## src/hw/rtl/multichannel_fir_filter_unit_assert.svh

```systemverilog
// Assertion macros shared by the filter modules.
// Each macro expects a clock i_clk and an active-low reset i_rst_n in scope.
`ifndef MULTICHANNEL_FIR_FILTER_UNIT_ASSERT_SVH
`define MULTICHANNEL_FIR_FILTER_UNIT_ASSERT_SVH

// Same-cycle implication.
`define MFIR_ASSERT_NOW(label, ante, cons, msg) \
    label: assert property (@(posedge i_clk) disable iff (!i_rst_n) (ante) |-> (cons)) \
        else $error(msg);

// Next-cycle implication.
`define MFIR_ASSERT_NEXT(label, ante, cons, msg) \
    label: assert property (@(posedge i_clk) disable iff (!i_rst_n) (ante) |=> (cons)) \
        else $error(msg);

`endif

```

## src/hw/rtl/mfir_pkg.sv

```systemverilog
package mfir_pkg;

    // Sample and coefficient format.
    localparam int SAMPLE_W  = 16;
    localparam int CH_W      = 3;
    localparam int FRAC_BITS = 15;

    // Coefficient register file.
    localparam int NCOEF      = 8;
    localparam int CFG_ADDR_W = 4;

    // Product of two samples plus growth for up to eight taps.
    localparam int PROD_W = 2 * SAMPLE_W;
    localparam int ACC_W  = PROD_W + 3;

    localparam logic signed [ACC_W-1:0] SAT_HI = ACC_W'(32767);
    localparam logic signed [ACC_W-1:0] SAT_LO = -ACC_W'(32768);

    // Input item.
    typedef struct packed {
        logic [CH_W-1:0]            channel;
        logic signed [SAMPLE_W-1:0] sample_in;
    } t_in;

    // Result item.
    typedef struct packed {
        logic [CH_W-1:0]            channel_out;
        logic signed [SAMPLE_W-1:0] sample_out;
    } t_out;

    // Token that travels along the row of cells.
    typedef struct packed {
        logic                       valid;
        logic                       live;
        logic [CH_W-1:0]            ch;
        logic signed [SAMPLE_W-1:0] carry;
        logic signed [ACC_W-1:0]    acc;
    } t_tok;

    // Drop the fraction bits (round toward minus infinity) and saturate.
    function automatic logic signed [SAMPLE_W-1:0] sat_q15(input logic signed [ACC_W-1:0] acc);
        logic signed [ACC_W-1:0] q;
        q = acc >>> FRAC_BITS;
        if (q > SAT_HI) begin
            q = SAT_HI;
        end else if (q < SAT_LO) begin
            q = SAT_LO;
        end
        return SAMPLE_W'(q);
    endfunction

endpackage

```

## src/hw/rtl/mfir_cell.sv

```systemverilog
`include "multichannel_fir_filter_unit_assert.svh"

module mfir_cell #(
    parameter int NUM_CHANNELS = 8
) (
    input  logic                                 i_clk,
    input  logic                                 i_rst_n,
    input  mfir_pkg::t_tok                       i_tok,
    output logic                                 o_ready,
    input  logic signed [mfir_pkg::SAMPLE_W-1:0] i_coef,
    output mfir_pkg::t_tok                       o_tok,
    input  logic                                 i_ready
);

    localparam int CW = (NUM_CHANNELS > 1) ? $clog2(NUM_CHANNELS) : 1;

    // One delay-line entry of this tap for every channel.
    logic [NUM_CHANNELS-1:0][mfir_pkg::SAMPLE_W-1:0] r_hist;
    mfir_pkg::t_tok                                  r_tok;
    mfir_pkg::t_tok                                  n_tok;

    logic                                 en;
    logic                                 hist_we;
    logic [CW-1:0]                        idx;
    logic signed [mfir_pkg::SAMPLE_W-1:0] old;
    logic signed [mfir_pkg::PROD_W-1:0]   prod;

    // The cell takes a token when its own output register is free or draining.
    assign o_ready = !r_tok.valid || i_ready;
    assign en      = i_tok.valid && o_ready;
    assign hist_we = en && i_tok.live;
    assign idx     = CW'(i_tok.ch);
    assign old     = r_hist[idx];
    assign prod    = i_coef * i_tok.carry;

    // The incoming sample is this tap's sample; the displaced one moves on.
    always_comb begin
        n_tok = i_tok;
        if (i_tok.live) begin
            n_tok.acc   = i_tok.acc + mfir_pkg::ACC_W'(prod);
            n_tok.carry = old;
        end
    end

    // Delay-line storage and the token register towards the next cell.
    always_ff @(posedge i_clk) begin
        if (!i_rst_n) begin
            r_hist      <= '0;
            r_tok.valid <= 1'b0;
        end else begin
            if (hist_we) begin
                r_hist[idx] <= i_tok.carry;
            end
            if (o_ready) begin
                r_tok.valid <= i_tok.valid;
            end
        end
        if (en) begin
            r_tok.live  <= n_tok.live;
            r_tok.ch    <= n_tok.ch;
            r_tok.carry <= n_tok.carry;
            r_tok.acc   <= n_tok.acc;
        end
    end

    assign o_tok = r_tok;

    `MFIR_ASSERT_NEXT(a_dead_keeps_hist, en && !i_tok.live, $stable(r_hist), "history changed")
    `MFIR_ASSERT_NEXT(a_take_fills, en, r_tok.valid, "token lost in cell")
    `MFIR_ASSERT_NEXT(a_hist_write, hist_we, r_hist[$past(idx)] == $past(i_tok.carry), "lost write")

endmodule

```

## config.mk

```make
export PLATFORM = sky130hd
export DESIGN_NAME = mfir_cell
export DESIGN_NICKNAME = d
export VERILOG_FILES = /design/src/hw/rtl/mfir_pkg.sv /design/src/hw/rtl/mfir_cell.sv
export VERILOG_INCLUDE_DIRS = /design/src /design/src/hw/rtl
export SDC_FILE = /design/constraint.sdc
export NUM_CORES = 1
export LEC_CHECK = 0
export BUFFER_PORTS_ARGS = -buffer_cell sky130_fd_sc_hd__buf_2
export CORE_MARGIN = 2
export CORE_UTILIZATION = 50
export CTS_CLUSTER_SIZE = 24
export DETAILED_ROUTE_END_ITERATION = 16
export HOLD_SLACK_MARGIN = 0.05
export PLACE_DENSITY = 0.75
export SLEW_MARGIN = 5
export SYNTH_ARGS = -nofsm -noshare
export SYNTH_HDL_FRONTEND = slang
export SYNTH_SLANG_ARGS = --single-unit
```

## constraint.sdc

```tcl
create_clock -name i_clk -period 10.3 [get_ports i_clk]
set_input_delay 0 -clock i_clk [delete_from_list [all_inputs] [get_ports i_clk]]
set_output_delay 0 -clock i_clk [all_outputs]
set_load 0.01 [all_outputs]
```

==> impl_metrics.json <==
{
  "dr.pass1.iters": 5,
  "grt_util_all_layers_pct": 25.5,
  "cts_buffers": 17,
  "synth_seq_cells": 184,
  "grt-busiest-layer": "met2",
  "grt_max_degree": 130,
  "drtAntennaViolNets": 0,
  "final.setup_skew_ns": 0.0124,
  "drtIter0Drc": 1059,
  "grt_pass1_wl_um": 81700,
  "syn_inst": 2096,
  "hold_viol_final": 0,
  "wl_um": 49500,
  "reg2reg_depth": 5,
  "layout_commonest_cell": "nand2_1",
  "final_area_um2": 21600,
  "areaGrowthSynthToFinish_pct": 10.7,
  "start_util_pct": 50.6,
  "hold_start": "i_tok[47]",
  "grt_util_met2_pct": 44.3,
  "hold_path_class": "in -> reg",
  "maxCapViolCount": 0,
  "core_area_um2": 38600,
  "worst_hold_path.endpoint": "r_hist[44]",
  "cts_sinks": 184,
  "finalCritPeriodShare_pct": 70.8,
  "syn_nets": 2585,
  "outcome": "completed",
  "rsz0062_at_grt": "no",
  "synthTopCellsByArea": "fa_1 32%, dfxtp_1 13%, edfxtp_1 8.5%, nand2_1 7.8%, inv_1 6.9%",
  "die_h_um": 202,
  "post_cts_buffers": 0,
  "port-buffer-count": 131,
  "fill_cells": 3358,
  "tightestPinTransition_ns": 1.22,
  "slew_headroom_pct": 18.3,
  "fmax_mhz": 137,
  "vias": 14845,
  "syn_area_per_cell_um2": 9.31,
  "rrSetupSlack_ns": 7.30,
  "final_core_util_pct": 56.0,
  "yosysTopAreaCellShare_pct": 31.8,
  "placed_area_um2": 20500,
  "rows": 72,
  "cts_tree": "built",
  "grt_overflow_total": 0,
  "yosys_most_used_dff": "dfxtp_1",
  "yosys.area.top_type": "fa_1",
  "dp_hpwl_um": 35800,
  "first_global_vias": 16050,
  "antenna_found_initial": 1,
  "synth.distinct_cells": 60,
  "fin_tns_setup_ns": 0,
  "worstSkewPairLatency_ns": 0.46,
  "regArea_um2": 4230,
  "via_per_inst": 5.45,
  "synthArstFlopShare_pct": 0,
  "place_congestion": 0.866,
  "htreeDepth": 4,
  "yosysWarnings": 0,
  "cp_max_fo": 25,
  "cts_resized": 0,
  "critPathKind": "in -> reg",
  "holdPathStages": 3,
  "cp-end-kind": "flip-flop",
  "route.detailed.drc": 0,
  "period_minus_slack_ns": 7.29,
  "cp.required_ns": 10.52,
  "final_nets": 2682,
  "drv_slew": 0,
  "die_area_um2": 40600,
  "placed_cells_incl_taps": 2643,
  "clk_pin_slew_ns": 0.08,
  "grt_use_met3_pct": 3.66,
  "final_cell_mix": "403 x nand2_1, 360 x inv_1, 310 x fa_1",
  "grtUsageMet1_pct": 32.4,
  "drive_above_1_share_pct": 10.2,
  "setup_viol": 0,
  "worstReg2RegEnd": "r_hist[56]",
  "critPathArrivalTime_ns": 7.51,
  "reg2reg_from": "o_tok[55]",
  "io_pins": 132,
  "cts_buffer_depth": 2,
  "multi_input_area_um2": 13500,
  "die_w_um": 202,
  "synth_area_um2": 19500,
  "synth-seq-area-share_pct": 21.7,
  "ctsHoldBuffers": 49,
  "routedWlPerCell_um": 18.2,
  "start_kind": "primary input",
  "instances_no_fill": 2725,
  "cts_root_buffer": "clkbuf_16",
  "synth_edf_count": 55
}
cell type report:
cell class                      count  area share (%)
Multi-Input combinational cell   1439            62.6
Clock buffer                       19            2.05
Clock inverter                     13           0.817
Tap cell                          518            3.00
Antenna cell                        1          0.0116
Timing Repair Buffer              190            5.67
Inverter                          361            6.28
Sequential cell                   184            19.6
per-stage QoR:
step | hold slack [ns] | setup WS, ns
finish | 0.0643 | 3.01
global route | 0.0830 | 2.72
CTS | 0.0553 | 3.11
detailed placement | 0.265 | 3.19
global placement | 0.261 | 3.35
floorplan | 0.0989 | 4.28
cells in the mapped netlist, types with 25 or more instances:
| cell type | instances |
|---|---|
| dfxtp_1 | 129 |
| fa_1 | 310 |
| a21oi_1 | 60 |
| xnor2_1 | 25 |
| edfxtp_1 | 55 |
| nor2_1 | 62 |
| a21boi_0 | 125 |
| and2_1 | 127 |
| ha_1 | 104 |
| clkbuf_1 | 101 |
| nand2_1 | 403 |
| mux2_2 | 25 |
| inv_1 | 360 |
worst max-delay path, stage by stage:
cell and delay [ns]:
dlygate4sd3_1 0.52, buf_2 0.45, nand2_1 0.19, inv_1 0.17, fa_1 0.55, fa_1 0.94
fa_1 0.55, fa_1 0.50, fa_1 0.49, inv_1 0.05, fa_1 0.47, inv_1 0.04
ha_1 0.40, and3_4 0.25, and2_2 0.16, nand2_1 0.06, a211oi_1 0.84, o21ai_1 0.26
o21ai_1 0.32, or4_1 0.17, nand3_1 0.06
per-layer routing:
metal | vias up | part of all wire [%]
met4 | 0 | 3.4
met1 | 7436 | 40
met3 | 126 | 5.9
met5 | - | 0
li1 | 6723 | -
met2 | 560 | 50
flip-flops by register name, summed over array words and instances (netlist names):
| register | cells |
|---|---|
| o_tok | 56 |
| r_hist | 128 |
worst max path at each step:
| stage | to | depth (start not counted) | slack [ns] | start |
|---|---|---|---|---|
| after floorplan | o_tok[33] | 21 | 4.28 | i_tok[36] |
| after global placement | o_tok[34] | 20 | 3.35 | i_tok[36] |
| after detailed placement | o_tok[34] | 20 | 3.19 | i_tok[36] |
| after CTS | o_tok[34] | 21 | 3.11 | i_tok[36] |
| after global routing | o_tok[34] | 21 | 2.72 | i_tok[36] |
| final | o_tok[34] | 21 | 3.01 | i_tok[36] |
cells by family (layout without fill, tap and decap cells):
group	after synthesis	count (layout)	synth area share, %
simple gates	649	649	14.8
buf+inv	473	583	9.12
fa+ha+maj	414	414	38.5
compound gates	286	286	10.2
flops	184	184	21.7
mux	60	60	4.27
xor+xnor	30	30	1.35
other cells	0	1	0
Power is not shown: default switching activity piles up to over one toggle a cycle in this logic, so the estimate is an artifact.
